**config.mk**
```make
export PLATFORM = sky130hd
export DESIGN_NAME = bcd_clock_snapshot_to_epoch
export DESIGN_NICKNAME = d
export VERILOG_FILES = /design/src/bcs_pkg.sv /design/src/bcs_check_decode.sv /design/src/bcs_day_count.sv /design/src/bcs_epoch_calc.sv /design/src/bcd_clock_snapshot_to_epoch.sv
export SDC_FILE = /design/constraint.sdc
export NUM_CORES = 1
export LEC_CHECK = 0
export BUFFER_PORTS_ARGS = -buffer_cell sky130_fd_sc_hd__clkbuf_2
export CORE_UTILIZATION = 45
export DETAILED_ROUTE_END_ITERATION = 8
export SLEW_MARGIN = 0
export SYNTH_ARGS = -nofsm -noshare
export SYNTH_HDL_FRONTEND = slang
export SYNTH_SLANG_ARGS = --single-unit
```
**constraint.sdc**
```tcl
create_clock -name clock -period 7.3 [get_ports clock]
set_input_delay 1.46 -clock clock [delete_from_list [all_inputs] [get_ports clock]]
set_output_delay 1.46 -clock clock [all_outputs]
set_load 0.01 [all_outputs]
```
**src/bcs_pkg.sv**
```systemverilog
// Shared types, status codes and register constants for the BCD clock snapshot block.
package bcs_pkg;

   localparam int STATUS_WIDTH   = 3;
   localparam int CSR_INDEX_BITS = 2;
   localparam int CSR_DATA_BITS  = 32;
   localparam int EPOCH_BITS     = 32;
   localparam int PIPE_LATENCY   = 5;

   typedef logic [STATUS_WIDTH-1:0] status_type;

   localparam status_type STATUS_VALID      = 3'd0;
   localparam status_type STATUS_HALTED     = 3'd1;
   localparam status_type STATUS_ROLLOVER   = 3'd2;
   localparam status_type STATUS_BAD_BCD    = 3'd3;
   localparam status_type STATUS_OUT_WINDOW = 3'd4;

   localparam logic [CSR_INDEX_BITS-1:0] CSR_WINDOW_LOW  = 2'd0;
   localparam logic [CSR_INDEX_BITS-1:0] CSR_WINDOW_HIGH = 2'd1;

   localparam logic [EPOCH_BITS-1:0] WINDOW_LOW_RESET  = 32'd1704067200;
   localparam logic [EPOCH_BITS-1:0] WINDOW_HIGH_RESET = 32'd4102444800;

   typedef struct packed {
      logic [5:0] sec;
      logic [5:0] minute;
      logic [4:0] hour;
      logic [4:0] day;
      logic [3:0] month;
      logic [2:0] weekday;
      logic [6:0] year;
   } fields_type;

   typedef struct packed {
      logic       valid;
      status_type status;
      fields_type fields;
   } decode_type;

   typedef struct packed {
      logic        valid;
      status_type  status;
      fields_type  fields;
      logic [15:0] days;
      logic [16:0] tod;
   } days_type;

   typedef struct packed {
      logic        valid;
      status_type  status;
      fields_type  fields;
      logic [31:0] day_secs;
      logic [16:0] tod;
   } product_type;

   typedef struct packed {
      logic                  valid;
      status_type            status;
      fields_type            fields;
      logic [EPOCH_BITS-1:0] epoch;
   } epoch_type;

endpackage

```
**src/bcs_check_decode.sv**
```systemverilog
// First stage: halt, rollover and BCD checks, then BCD to binary decoding.
module bcs_check_decode (
   input  logic               clock,
   input  logic               reset,
   input  logic               in_valid,
   input  logic [7:0]         seconds_register,
   input  logic [7:0]         minutes_register,
   input  logic [7:0]         hours_register,
   input  logic [7:0]         date_register,
   input  logic [7:0]         month_register,
   input  logic [7:0]         weekday_register,
   input  logic [7:0]         year_register,
   input  logic [7:0]         seconds_recheck,
   output bcs_pkg::decode_type out
);
   import bcs_pkg::*;

   function automatic logic [7:0] bcd_value(input logic [7:0] v);
      return {4'd0, v[7:4]} * 8'd10 + {4'd0, v[3:0]};
   endfunction

   function automatic logic bcd_ok(input logic [7:0] v, input logic [7:0] max_bin);
      return (v[3:0] <= 4'd9) && (bcd_value(v) <= max_bin);
   endfunction

   logic [7:0] sec_raw;
   logic [7:0] hour_raw;
   logic       bcd_good;
   decode_type stage_in;
   decode_type stage_ff;

   assign sec_raw  = {1'b0, seconds_register[6:0]};
   assign hour_raw = {2'b00, hours_register[5:0]};

   assign bcd_good = bcd_ok(sec_raw, 8'd59) && bcd_ok(minutes_register, 8'd59) &&
                     bcd_ok(hour_raw, 8'd23) && bcd_ok(date_register, 8'd31) &&
                     bcd_ok(month_register, 8'd12) && bcd_ok(year_register, 8'd99) &&
                     (bcd_value(date_register) != 8'd0) &&
                     (bcd_value(month_register) != 8'd0);

   always_comb begin
      stage_in.valid  = in_valid;
      stage_in.fields = '0;
      if (seconds_register[7]) begin
         stage_in.status = STATUS_HALTED;
      end else if (seconds_recheck[6:0] != seconds_register[6:0]) begin
         stage_in.status = STATUS_ROLLOVER;
      end else if (!bcd_good) begin
         stage_in.status = STATUS_BAD_BCD;
      end else begin
         stage_in.status         = STATUS_VALID;
         stage_in.fields.sec     = 6'(bcd_value(sec_raw));
         stage_in.fields.minute  = 6'(bcd_value(minutes_register));
         stage_in.fields.hour    = 5'(bcd_value(hour_raw));
         stage_in.fields.day     = 5'(bcd_value(date_register));
         stage_in.fields.month   = 4'(bcd_value(month_register));
         stage_in.fields.weekday = weekday_register[2:0];
         stage_in.fields.year    = 7'(bcd_value(year_register));
      end
   end

   always_ff @(posedge clock) begin
      if (reset) begin
         stage_ff <= '0;
      end else begin
         stage_ff <= stage_in;
      end
   end

   assign out = stage_ff;

endmodule

```
**src/bcs_day_count.sv**
```systemverilog
// Second stage: day count since 1970 and seconds into the day.
module bcs_day_count (
   input  logic                clock,
   input  logic                reset,
   input  bcs_pkg::decode_type in,
   output bcs_pkg::days_type   out
);
   import bcs_pkg::*;

   // Days from 1970-01-01 to 2000-03-01 shifted so that the year term and the
   // day of month can be added directly.
   localparam logic [15:0] DAYS_BASE = 16'd9555;

   // Days from 1 March to the first of each month, March first.
   function automatic logic [8:0] month_offset(input logic [3:0] mp);
      case (mp)
         4'd0:    return 9'd0;
         4'd1:    return 9'd31;
         4'd2:    return 9'd61;
         4'd3:    return 9'd92;
         4'd4:    return 9'd122;
         4'd5:    return 9'd153;
         4'd6:    return 9'd184;
         4'd7:    return 9'd214;
         4'd8:    return 9'd245;
         4'd9:    return 9'd275;
         4'd10:   return 9'd306;
         4'd11:   return 9'd337;
         default: return 9'd0;
      endcase
   endfunction

   logic       early_month;
   logic [3:0] march_month;
   logic [6:0] shifted_year;
   days_type   stage_in;
   days_type   stage_ff;

   always_comb begin
      early_month  = (in.fields.month <= 4'd2);
      march_month  = early_month ? in.fields.month + 4'd9 : in.fields.month - 4'd3;
      // Years counted from 1996, less one for January and February.
      shifted_year = in.fields.year + 7'd4 - {6'd0, early_month};

      stage_in.valid  = in.valid;
      stage_in.status = in.status;
      stage_in.fields = in.fields;
      stage_in.days   = DAYS_BASE + 16'(shifted_year) * 16'd365 +
                        16'(shifted_year[6:2]) + 16'(month_offset(march_month)) +
                        16'(in.fields.day);
      stage_in.tod    = 17'(in.fields.hour) * 17'd3600 +
                        17'(in.fields.minute) * 17'd60 + 17'(in.fields.sec);
   end

   always_ff @(posedge clock) begin
      if (reset) begin
         stage_ff <= '0;
      end else begin
         stage_ff <= stage_in;
      end
   end

   assign out = stage_ff;

endmodule

```
**src/bcs_epoch_calc.sv**
```systemverilog
// Third and fourth stages: day count times seconds per day, then the time of day added.
module bcs_epoch_calc (
   input  logic              clock,
   input  logic              reset,
   input  bcs_pkg::days_type in,
   output bcs_pkg::epoch_type out
);
   import bcs_pkg::*;

   localparam logic [31:0] SECONDS_PER_DAY = 32'd86400;

   product_type product_in;
   product_type product_ff;
   epoch_type   sum_in;
   epoch_type   sum_ff;

   always_comb begin
      product_in.valid    = in.valid;
      product_in.status   = in.status;
      product_in.fields   = in.fields;
      product_in.day_secs = 32'(in.days) * SECONDS_PER_DAY;
      product_in.tod      = in.tod;
   end

   always_comb begin
      sum_in.valid  = product_ff.valid;
      sum_in.status = product_ff.status;
      sum_in.fields = product_ff.fields;
      sum_in.epoch  = product_ff.day_secs + 32'(product_ff.tod);
   end

   always_ff @(posedge clock) begin
      if (reset) begin
         product_ff <= '0;
         sum_ff     <= '0;
      end else begin
         product_ff <= product_in;
         sum_ff     <= sum_in;
      end
   end

   assign out = sum_ff;

endmodule

```
**src/bcd_clock_snapshot_to_epoch.sv**
```systemverilog
// Top level of the BCD clock snapshot to UTC epoch converter.
//
// Usage: present one clock snapshot (seven BCD registers and a second reading
// of the seconds register) on the req_ ports and raise start. The item is
// taken at the rising edge where start is high and busy is low; busy is never
// raised, so a new item may be offered in every cycle.
// Each item gives exactly one result on the rsp_ ports, marked by rsp_valid
// for a single cycle. Throughput is one item per cycle; each item passes
// through five register stages: checks and decoding, day count, the multiply
// by seconds per day, the time-of-day add, and the trust window compare that
// feeds the output register.
// The receiver cannot stall, so the result registers are simply overwritten
// by the next item; nothing is held back.
// The csr_ port writes the trust window: index 0 is the lowest trusted epoch,
// index 1 the epoch at and above which time is untrusted. Other indexes are
// ignored. The window is read in the last stage, so it should be written only
// while no item is in flight.
// Reset is synchronous and active high: it empties the pipeline and restores
// the window to its default values.
module bcd_clock_snapshot_to_epoch (
   input  logic                                 clock,
   input  logic                                 reset,
   input  logic                                 start,
   output logic                                 busy,
   input  logic [7:0]                           req_seconds_register,
   input  logic [7:0]                           req_minutes_register,
   input  logic [7:0]                           req_hours_register,
   input  logic [7:0]                           req_date_register,
   input  logic [7:0]                           req_month_register,
   input  logic [7:0]                           req_weekday_register,
   input  logic [7:0]                           req_year_register,
   input  logic [7:0]                           req_seconds_recheck,
   output logic                                 rsp_valid,
   output bcs_pkg::status_type                  rsp_status,
   output logic [bcs_pkg::EPOCH_BITS-1:0]       rsp_epoch_seconds,
   output logic [5:0]                           rsp_decoded_seconds,
   output logic [5:0]                           rsp_decoded_minutes,
   output logic [4:0]                           rsp_decoded_hours,
   output logic [4:0]                           rsp_decoded_day,
   output logic [3:0]                           rsp_decoded_month,
   output logic [2:0]                           rsp_decoded_weekday,
   output logic [6:0]                           rsp_decoded_year,
   input  logic                                 csr_write,
   input  logic [bcs_pkg::CSR_INDEX_BITS-1:0]   csr_index,
   input  logic [bcs_pkg::CSR_DATA_BITS-1:0]    csr_data
);
   import bcs_pkg::*;

   logic                  accept;
   decode_type            decoded;
   days_type              day_count;
   epoch_type             epoch;

   logic [EPOCH_BITS-1:0] window_low_ff;
   logic [EPOCH_BITS-1:0] window_high_ff;

   logic                  rsp_valid_ff;
   status_type            rsp_status_in;
   status_type            rsp_status_ff;
   logic [EPOCH_BITS-1:0] rsp_epoch_in;
   logic [EPOCH_BITS-1:0] rsp_epoch_ff;
   fields_type            rsp_fields_ff;

   // Every stage moves on in every cycle, so the block is always ready.
   assign busy   = 1'b0;
   assign accept = start && !busy;

   // Trust window registers.
   always_ff @(posedge clock) begin
      if (reset) begin
         window_low_ff  <= WINDOW_LOW_RESET;
         window_high_ff <= WINDOW_HIGH_RESET;
      end else if (csr_write) begin
         case (csr_index)
            CSR_WINDOW_LOW:  window_low_ff  <= csr_data;
            CSR_WINDOW_HIGH: window_high_ff <= csr_data;
            default: begin
            end
         endcase
      end
   end

   bcs_check_decode u_check_decode (
      .clock            (clock),
      .reset            (reset),
      .in_valid         (accept),
      .seconds_register (req_seconds_register),
      .minutes_register (req_minutes_register),
      .hours_register   (req_hours_register),
      .date_register    (req_date_register),
      .month_register   (req_month_register),
      .weekday_register (req_weekday_register),
      .year_register    (req_year_register),
      .seconds_recheck  (req_seconds_recheck),
      .out              (decoded)
   );

   bcs_day_count u_day_count (
      .clock (clock),
      .reset (reset),
      .in    (decoded),
      .out   (day_count)
   );

   bcs_epoch_calc u_epoch_calc (
      .clock (clock),
      .reset (reset),
      .in    (day_count),
      .out   (epoch)
   );

   // Last stage: an item that passed every check is tested against the trust
   // window. An item rejected in the first stage keeps its status and reports a zero epoch; its
   // decoded fields were already cleared in the first stage.
   always_comb begin
      rsp_status_in = epoch.status;
      rsp_epoch_in  = '0;
      if (epoch.status == STATUS_VALID) begin
         rsp_epoch_in = epoch.epoch;
         if (!((epoch.epoch >= window_low_ff) && (epoch.epoch < window_high_ff))) begin
            rsp_status_in = STATUS_OUT_WINDOW;
         end
      end
   end

   always_ff @(posedge clock) begin
      if (reset) begin
         rsp_valid_ff <= 1'b0;
      end else begin
         rsp_valid_ff <= epoch.valid;
      end
      rsp_status_ff <= rsp_status_in;
      rsp_epoch_ff  <= rsp_epoch_in;
      rsp_fields_ff <= epoch.fields;
   end

   assign rsp_valid           = rsp_valid_ff;
   assign rsp_status          = rsp_status_ff;
   assign rsp_epoch_seconds   = rsp_epoch_ff;
   assign rsp_decoded_seconds = rsp_fields_ff.sec;
   assign rsp_decoded_minutes = rsp_fields_ff.minute;
   assign rsp_decoded_hours   = rsp_fields_ff.hour;
   assign rsp_decoded_day     = rsp_fields_ff.day;
   assign rsp_decoded_month   = rsp_fields_ff.month;
   assign rsp_decoded_weekday = rsp_fields_ff.weekday;
   assign rsp_decoded_year    = rsp_fields_ff.year;

endmodule

```
==> run_results.csv, run 1 <==
group,metric,value,unit
cells_and_area,stdcell_count,2957,
routing,drc,0,
setup_path,worstPathRequired,7720,ps
routing,num_vias,14400,
place,dp_worst_setup_slack,747,ps
place,placedCellCount,2876,
yosys,ys_seq_elements,393,
grt,grt_pass1_wl,68100,µm
yosys,ys_top_cells_by_area,"dfxtp_1 (37%), ha_1 (18%), fa_1 (8.7%)",
routing,wl_met1,20100,µm
yosys,ys_seq_area_share,37.3,%
clocking,cts.htree.levels,2,
cells_and_area,fin_nets,2827,
yosys,synth-async-reset-ratio,0,%
grt,antenna_found_initial,0,
clocking,cts-resized-gates,0,
setup_path,crit_arrival,6960,ps
sta,drv_slew,0,
routing,wl_per_cell,14.1,µm
setup_path,crit_type,"flip-flop to flip-flop",
place,globalplace.congestion,0.862,
cells_and_area,fillers,4220,
cells_and_area,area_delta_synth_final,13.8,%
cells_and_area,diodes,0,
cells_and_area,drive_above_1_share,12.2,%
sta,tightest_slew,1200,ps
clocking,cts.sinks,393,
place,dpl_cell_area,0.0225,mm²
sta,whs,321,ps
clocking,cts_setup_buffers,0,
sta,rsz0062_at_grt,"false",
routing,ant_nets,0,
routing,routed_wirelength,41700,µm
setup_path,path_max_fanout,10,
yosys,synth_flop_cell,"dfxtp_1",
yosys,synth_area,0.0211,mm²
place,io_buffers,165,
yosys,syn-num-nets,2670,
clocking,hold_buffers,0,
status,status,"completed",
floorplanning,ios,175,
power_and_ir_drop,p_leak,11.7,nW
power_and_ir_drop,max-vdd-ir-drop,172,µV
power_and_ir_drop,total_power,5.12,mW
routing,vias_per_cell,4.88,
setup_path,critPathLaunchType,"flip-flop",
yosys,synth_commonest_cells,"dfxtp_1 (393), ha_1 (310), inv_1 (277), nor2b_1 (155), nand2_1 (141)",
yosys,yosysWarningCount,0,
power_and_ir_drop,powerDensity,213,mW/mm²
yosys,synth_cell_types,72,
sta,fin_setup_tns,0,ps
grt,grt_use_total,17.6,%
floorplanning,num_rows,78,
routing,highest_layer,"met4",
clocking,cts_root_buf,"clkbuf_16",
sta,max_slew_margin,19.3,%
routing,dr.pass1.iters,4,
cells_and_area,regArea,0.00787,mm²
clocking,numCtsBuffers,45,
cells_and_area,final_area,0.0240,mm²
sta,final_min_period_over_clock_period,89.7,%
clocking,clk_latency,560,ps
clocking,cts_tree,"built",
cells_and_area,fin_util,52.4,%
clocking,cts_buffer_depth,3,
sta,hold_viol_final,0,
clocking,cts.clk_slew.worst_paths,60,ps
floorplanning,die_y,218,µm
floorplanning,start_util,46.0,%
run,cap_violations,0,
sta,setup_viol,0,
grt,grt_max_degree,126,
yosys,syn_area_per_cell,9.73,µm²
yosys,synth_area_leader_cell,"dfxtp_1",
yosys,synth_most_common_cell,"dfxtp_1",
floorplanning,fp.coreArea,0.0458,mm²
sta,fin_crit,6540,ps
cells_and_area,multi_input_area,0.0119,mm²
sta,max_freq,0.153,GHz
grt,grt-ovfl-total,0,
routing,wl_met2,19300,µm
sta,worst_slack,755,ps
floorplanning,die_area,0.0477,mm²
yosys,syn_inst,2166,
routing,dr_wl_met3,1450,µm
routing,first_iter_violations,637,
floorplanning,die_w,218,µm
yosys,synth_top_area_share,37.3,%
yosys,synth_edf_count,0,
setup_path,cp-end-kind,"flip-flop",
place,dpl.hpwl,32400,µm
grt,first_global_vias,14300,
worst_hold_path,hold_path_class,"flip-flop to flip-flop",
sta,finClkSkew,14.7,ps
[path summary, 6_finish.rpt]
kind	start	endpoint	slack, ps	depth (start not counted)
setup reg to reg	u_check_decode.out[11]	u_day_count.out[32]	760	24
hold reg to reg	u_epoch_calc.out[55]	rsp_decoded_hours[4]	320	0
setup / recovery	u_check_decode.out[11]	u_day_count.out[32]	760	24
hold / removal	u_epoch_calc.out[55]	rsp_decoded_hours[4]	320	0
[area by class of cell]
class                   count  share of cell area (%)
clock buffers              63                    5.40
clock inverters            18                   0.944
inverters                 278                    4.35
multi-input cells        1434                    49.7
flip-flops and latches    393                    32.8
well taps                 600                    3.13
repair buffers            171                    3.67
[registers in the layout, summed over array words and instances (netlist names), 7 cells and up]
name and count:
rsp_decoded_year 7, u_check_decode.out 39, window_low_ff 32, u_day_count.out 70
u_epoch_calc.out 69, rsp_epoch_seconds 32, u_epoch_calc.product_ff 79, window_high_ff 32
[cells in the final DEF, fill, tap and decap left out, types with 49 or more instances in the layout]
master	netlist	final
o21ai_0	61	61
xnor2_1	49	49
dfxtp_1	393	393
clkbuf_2	0	164
a21oi_1	112	112
ha_1	310	310
inv_1	277	277
nand2_1	141	141
xor2_1	55	55
nor2b_1	155	155
nor2_1	105	105
fa_1	92	92
[critical path, stage by stage, from the launching register on]
cell	delay [ps]
dfxtp_1	400
nand2_1	150
inv_1	90
nor3_1	200
ha_1	190
inv_1	40
ha_1	200
a211oi_1	380
o21bai_1	120
a21oi_1	180
xnor2_1	320
inv_1	310
ha_1	400
fa_1	520
fa_1	530
fa_1	490
ha_1	310
ha_1	370
a21oi_1	150
nor2b_1	60
or4_1	390
o21a_1	210
a31oi_1	200
xnor2_1	140
nor2_1	50
[cells by family after synthesis]
| family | synth area share [%] |
|---|---|
| compound gates | 10.7 |
| xor+xnor | 4.32 |
| fa+ha+maj | 27.1 |
| mux | 0.148 |
| other cells | 0.0178 |
| buf+inv | 6.16 |
| simple gates | 14.2 |
| flops | 37.3 |
[metal layers]
layer,up-vias,track usage (%)
li1,7458,-
met1,6680,23.4
met2,213,29.1
met3,66,2.91
met4,0,4.97
met5,-,0
[power by group]
group,switching (mW),internal (mW)
Sequential,0.0514,2.21
Clock,0.876,1.38
Combinational,0.339,0.252
Total,1.27,3.85
No activity file was read; power rests on OpenSTA's default activity.
==> run 2, diff against run 1 <==
--- a/config.mk
+++ b/config.mk
@@ -6,8 +6,9 @@
 export NUM_CORES = 1
 export LEC_CHECK = 0
 export BUFFER_PORTS_ARGS = -buffer_cell sky130_fd_sc_hd__clkbuf_2
-export CORE_UTILIZATION = 45
+export CORE_UTILIZATION = 61
 export DETAILED_ROUTE_END_ITERATION = 8
+export PLACE_DENSITY = 0.81
 export SLEW_MARGIN = 0
 export SYNTH_ARGS = -nofsm -noshare
 export SYNTH_HDL_FRONTEND = slang
==> run 2 against run 1 <==
- combinational power about the same
- power decreased by 1.9%
- clock-buffer cell count decreased by 6
- largest power group unchanged
- flip-flop and latch count unchanged
- critical path type unchanged
- first-iteration DRC count increased by 9.1%
- worst setup slack got worse by 27 ps
- sequential share of layout area increased by 0.39 points
- via count increased by 2.1%
- utilization increased by 18 points
- worst hold slack improved by 2.2 ps
==> run_results.csv, run 2 (same netlist as run 1, synthesis figures left out) <==
group,metric,value,unit
worst_hold_path,hold_path_class,"flip-flop to flip-flop",
routing,vias_per_cell,5.26,
routing,first_iter_violations,695,
routing,ant_nets,0,
cells_and_area,final_cell_mix,"dfxtp_1 (393), ha_1 (310), inv_1 (277)",
cells_and_area,area_delta_synth_final,12.4,%
routing,dr.pass1.iters,6,
cells_and_area,top_register,"u_epoch_calc.product_ff",
setup_path,path_max_fanout,10,
status,status,"completed",
cells_and_area,fillers,2423,
sta,max_freq,0.152,GHz
floorplanning,num_rows,67,
clocking,cts_buffer_depth,3,
routing,wl_per_cell,14.4,µm
clocking,cts.clk_slew.worst_paths,60,ps
clocking,hold_buffers,0,
worst_hold_path,hold_depth,0,
cells_and_area,diodes,0,
clocking,cts_tree,"built",
sta,max_slew_margin,24.7,%
floorplanning,start_util,62.4,%
sta,rsz0062_at_grt,"false",
floorplanning,die_w,188,µm
place,dpl_cell_area,0.0223,mm²
clocking,cts.sinks,393,
cells_and_area,drive_above_1_share,12.0,%
sta,fin_setup_tns,0,ps
cells_and_area,fin_nets,2822,
sta,whs,323,ps
setup_path,crit_type,"flip-flop to flip-flop",
routing,num_vias,14700,
clocking,clk_latency,580,ps
power_and_ir_drop,powerDensity,212,mW/mm²
floorplanning,die_y,188,µm
routing,drc,0,
setup_path,crit_arrival,7000,ps
power_and_ir_drop,total_power,5.02,mW
sta,hold_viol_final,0,
cells_and_area,final_common_cell,"dfxtp_1",
place,globalplace.congestion,0.877,
run,cap_violations,0,
sta,final_min_period_over_clock_period,90.0,%
grt,grt-ovfl-total,0,
cells_and_area,final_area,0.0237,mm²
grt,first_global_vias,14800,
clocking,numCtsBuffers,41,
power_and_ir_drop,p_leak,11.7,nW
sta,fin_crit,6570,ps
setup_path,cp-end-kind,"flip-flop",
sta,drv_slew,0,
place,io_buffers,165,
setup_path,critPathLaunchType,"flip-flop",
routing,routed_wirelength,40400,µm
floorplanning,fp.coreArea,0.0338,mm²
sta,tightest_slew,1120,ps
place,dpl.hpwl,30900,µm
floorplanning,die_area,0.0353,mm²
setup_path,worstPathRequired,7730,ps
floorplanning,ios,175,
sta,setup_viol,0,
clocking,cts-resized-gates,0,
grt,grt_max_degree,107,
clocking,cts.htree.levels,2,
grt,antenna_found_initial,1,
setup_path,r2r_cells,26,
sta,finClkSkew,28.3,ps
clocking,cts_setup_buffers,0,
grt,grt_use_total,23.0,%
power_and_ir_drop,max-vdd-ir-drop,169,µV
clocking,cts_root_buf,"clkbuf_16",
grt,grt_pass1_wl,66800,µm
cells_and_area,largest_register_ffs,79,
==> run 2: changes by cell type in the layout (fill, tap and decap cells not counted) <==
cell | previous run | this run
clkbuf_16 | 46 | 42
clkinv_4 | 3 | 0
clkinv_2 | 5 | 7
buf_4 | 6 | 5
bufinv_16 | 4 | 5
clkbuf_1 | 9 | 8
clkbuf_8 | 9 | 8
inv_16 | 0 | 1
==> run 2: area by class of cell <==
type | count | area (µm²) | area share [%]
Clock inverter | 19 | 260 | 1.10
Inverter | 278 | 1040 | 4.40
Multi-Input combinational cell | 1434 | 11900 | 50.3
Timing Repair Buffer | 170 | 872 | 3.68
Clock buffer | 57 | 1180 | 4.97
Tap cell | 448 | 561 | 2.37
Sequential cell | 393 | 7870 | 33.2
==> run 2: worst paths after layout <==
kind | startpoint | to | slack (ps)
setup / recovery | u_check_decode.out[11] | u_day_count.out[31] | 730
hold reg to reg | u_epoch_calc.out[39] | rsp_decoded_weekday[0] | 320
hold / removal | u_epoch_calc.out[39] | rsp_decoded_weekday[0] | 320
setup reg to reg | u_check_decode.out[11] | u_day_count.out[31] | 730
==> run 2: where the power goes <==
| group | leakage, nW | internal [mW] | switching (mW) |
|---|---|---|---|
| clock network | 0.697 | 1.32 | 0.844 |
| registers | 3.19 | 2.21 | 0.0502 |
| logic | 7.79 | 0.253 | 0.341 |
| total | 11.7 | 3.78 | 1.24 |
==> run 2: metal layers <==
metal,part of all wire (%),wire [µm],GRT usage (%)
met1,44,17900,28.2
met2,49,19700,41.0
met3,4.3,1740,3.59
met4,2.5,1010,7.75
met5,0.027,11,0
==> run 2: worst max-delay path, stage by stage (launching register included) <==
cell      delay, ps
dfxtp_1         390
nand2_1         150
inv_1            90
nor3_1          210
inv_1            70
ha_1            350
a21oi_1         140
xnor2_1         560
nand2_1         180
o21ai_0         230
fa_1            450
ha_1            310
ha_1            280
inv_1            60
fa_1            530
inv_1            60
fa_1            540
ha_1            190
inv_1            70
fa_1            390
nor2b_1         160
o21a_1          150
o21ai_0         130
a211oi_1        380
o31ai_1         160
xor2_1          140
nor2_1           50
==> run 2: per-stage QoR <==
stage | instances | setup WS, ps | util [%]
after detailed placement | 2723 | 795 | 65.9
final | 2799 | 728 | 70.1
after global placement | 2723 | 879 | 65.9
after floorplan | 2166 | 1220 | -
after CTS | 2799 | 735 | 70.1
after global routing | 2799 | 199 | 70.1
==> run 3, diff against run 2 <==
--- a/config.mk
+++ b/config.mk
@@ -12,4 +12,5 @@
 export SLEW_MARGIN = 0
 export SYNTH_ARGS = -nofsm -noshare
 export SYNTH_HDL_FRONTEND = slang
+export SYNTH_HIERARCHICAL = 1
 export SYNTH_SLANG_ARGS = --single-unit
==> run 3 against run 2 <==
- die area rose by 6.6%
- first-iteration DRC count fell by 0.29%
- synthesized cell count rose by 7.6%
- maximum frequency rose by 1.6%
- worst setup slack improved by 110 ps
- clock power fell by 2%
- critical path depth fell by 4
- routed wire length rose by 12%
- sequential power rose by 2%
- global-route usage rose by 1.3 points
- clock-buffer cell count fell by 1
- sequential share of layout area fell by 1.1 points
- critical path type unchanged
==> run_results.csv, run 3 <==
group,metric,value,unit
routing,wl_met1,19100,µm
setup_path,crit_end,"u_day_count/out[30]",
sta,worst_slack,833,ps
cells_and_area,final_common_cell,"dfxtp_1",
grt,grt_max_degree,93,
floorplanning,ios,175,
setup_path,ff2ff_setup_slack,830,ps
yosys,syn-num-nets,2835,
clocking,hold_buffers,0,
setup_path,worstPathRequired,7740,ps
place,io_buffers,165,
sta,tightest_slew,1130,ps
yosys,synth_most_common_cell,"dfxtp_1",
setup_path,crit_buf_inv,4,
power_and_ir_drop,p_leak,11.8,nW
cells_and_area,drive_above_1_share,13.0,%
setup_path,crit_type,"flip-flop to flip-flop",
sta,finClkSkew,25.1,ps
setup_path,path_max_fanout,16,
setup_path,critPathLaunchType,"flip-flop",
clocking,cts.htree.levels,2,
yosys,synth_top_area_share,35.6,%
routing,wl_per_cell,15.4,µm
sta,max_freq,0.155,GHz
yosys,ys_seq_elements,400,
grt,grt_use_total,24.3,%
yosys,synth-async-reset-ratio,0,%
yosys,synth_commonest_cells,"dfxtp_1 (400), ha_1 (314), inv_1 (264), nor2b_1 (171), nand2_1 (152)",
run,cap_violations,0,
place,dpl_cell_area,0.0236,mm²
cells_and_area,final_cell_mix,"dfxtp_1 (400), ha_1 (314), inv_1 (264)",
floorplanning,num_rows,69,
yosys,yosysWarningCount,6,
cells_and_area,area_delta_synth_final,11.1,%
yosys,syn_inst,2330,
power_and_ir_drop,max-vdd-ir-drop,202,µV
cells_and_area,top_register,"u_epoch_calc/product_ff",
routing,vias_per_cell,5.46,
grt,first_global_vias,16300,
setup_path,r2r-start,"u_check_decode/out[11]",
cells_and_area,final_area,0.0250,mm²
status,status,"completed",
power_and_ir_drop,total_power,5.14,mW
sta,max_slew_margin,24.6,%
cells_and_area,fin_nets,2968,
worst_hold_path,hold_path_class,"flip-flop to flip-flop",
routing,dr_wl_met3,2000,µm
clocking,cts-resized-gates,0,
floorplanning,die_y,194,µm
setup_path,r2r_cells,22,
routing,num_vias,16100,
sta,setup_viol,0,
yosys,synth_cell_types,95,
setup_path,critPathLaunch,"u_check_decode/out[11]",
place,globalplace.congestion,0.909,
clocking,cts_tree,"built",
floorplanning,die_w,194,µm
yosys,ys_top_cells_by_area,"dfxtp_1 (36%), ha_1 (17%), fa_1 (7.9%)",
clocking,cts.sinks,400,
clocking,clk_latency,570,ps
yosys,synth_area,0.0225,mm²
clocking,cts_setup_buffers,0,
setup_path,crit_slowest_cell,"fa_1",
sta,final_min_period_over_clock_period,88.6,%
clocking,cts_root_buf,"clkbuf_16",
routing,routed_wirelength,45400,µm
clocking,cts_buffer_depth,3,
floorplanning,start_util,62.6,%
clocking,numCtsBuffers,41,
yosys,synth_edf_count,0,
setup_path,cp-end-kind,"flip-flop",
setup_path,crit_family,"adder cells",
routing,highest_layer,"met4",
grt,antenna_found_initial,0,
setup_path,crit_arrival,6910,ps
routing,dr.pass1.iters,6,
sta,drv_slew,0,
clocking,cts.clk_slew.worst_paths,60,ps
floorplanning,die_area,0.0376,mm²
sta,rsz0062_at_grt,"false",
floorplanning,fp.coreArea,0.0359,mm²
setup_path,crit_cells,22,
setup_path,critPathMaxStageDelay,540,ps
yosys,ys_seq_area_share,35.6,%
sta,fin_crit,6470,ps
cells_and_area,diodes,0,
routing,ant_nets,0,
place,dpl.hpwl,34800,µm
place,dp_worst_setup_slack,912,ps
yosys,synth_area_leader_cell,"dfxtp_1",
grt,grt_pass1_wl,75400,µm
yosys,syn_area_per_cell,9.65,µm²
grt,grt-ovfl-total,0,
power_and_ir_drop,powerDensity,206,mW/mm²
cells_and_area,largest_register_ffs,82,
sta,fin_setup_tns,0,ps
yosys,synth_flop_cell,"dfxtp_1",
sta,hold_viol_final,0,
setup_path,path_cells,"nand2_1 -> inv_1 -> nor3_1 -> inv_1 -> ha_1 -> a31oi_2 -> xnor2_2 -> o21ai_0 -> a31oi_1 -> ha_1 -> fa_1 -> fa_1 -> fa_1 -> inv_1 -> fa_1 -> inv_1 -> ha_1 -> o21ai_1 -> nor3_1 -> nor2_1 -> a21oi_1 -> mux2_2",
setup_path,reg2reg_to,"u_day_count/out[30]",
routing,wl_met2,22800,µm
routing,first_iter_violations,693,
routing,drc,0,
-- run 3: cell types whose count changed after synthesis, moves of 13 or more --
| cell | previous run | this run |
|---|---|---|
| a211o_1 | 2 | 26 |
| a21o_1 | 48 | 28 |
| nor2b_1 | 155 | 171 |
| nor4_2 | 0 | 31 |
| nor2_1 | 105 | 146 |
| a21oi_1 | 112 | 135 |
| nor4_1 | 1 | 16 |
| xor2_1 | 55 | 35 |
| inv_1 | 277 | 264 |
| nor2_2 | 29 | 0 |
| nor3_1 | 22 | 38 |
| o211ai_1 | 34 | 10 |
-- run 3: area by class of cell --
type	instances	area [µm²]
fill	2724	10900
tap	461	577
inverter	264	991
multi-input combinational	1586	13100
clock inverter	18	215
timing repair buffer	170	873
clock buffer	56	1170
sequential	400	8010
-- run 3: worst register-to-register path: stages, from the launching register on --
cell and delay [ps]:
dfxtp_1 420, nand2_1 170, inv_1 90, nor3_1 340, inv_1 90, ha_1 370
a31oi_2 130, xnor2_2 520, o21ai_0 190, a31oi_1 230, ha_1 290, fa_1 530
fa_1 440, fa_1 540, inv_1 50, fa_1 520, inv_1 40, ha_1 320
o21ai_1 110, nor3_1 350, nor2_1 100, a21oi_1 160, mux2_2 350
-- run 3: worst min-delay path by stage --
stage,from,to,slack [ps],depth (start not counted)
CTS,u_epoch_calc/out[52],rsp_decoded_hours[1],320,0
finish,u_epoch_calc/out[40],rsp_decoded_weekday[1],320,0
global placement,u_epoch_calc/out[57],rsp_decoded_minutes[1],310,0
floorplan,u_epoch_calc/out[46],rsp_decoded_day[0],310,0
global route,u_epoch_calc/out[37],rsp_decoded_year[5],330,0
detailed placement,u_epoch_calc/out[57],rsp_decoded_minutes[1],310,0
-- run 3: power breakdown --
part           switching (mW)  internal (mW)
clock                   0.861           1.25
combinational           0.439          0.292
sequential             0.0479           2.25
-- run 3: cell families after synthesis --
logic type / Yosys count / share of synthesized area (%)
simple gates: 713 / 17.5
mux: 22 / 1.09
fa+ha+maj: 403 / 25.4
xor+xnor: 87 / 3.57
compound gates: 359 / 10.8
buf+inv: 344 / 5.98
other cells: 2 / 0.0334
flops: 400 / 35.6
-- run 3: metrics by stage --
| stage | instances | utilization, % | hold WS, ps |
|---|---|---|---|
| floorplan | 2330 | - | 310 |
| global placement | 2881 | 65.7 | 312 |
| detailed placement | 2881 | 65.7 | 312 |
| CTS | 2955 | 69.6 | 320 |
| global route | 2955 | 69.6 | 329 |
| finish | 2955 | 69.6 | 323 |
-- run 3: layer usage --
layer	GRT usage, %	up-vias
met5	0	-
met3	3.44	113
met1	28.3	7500
met2	44.6	411
li1	-	8097
met4	10.0	0
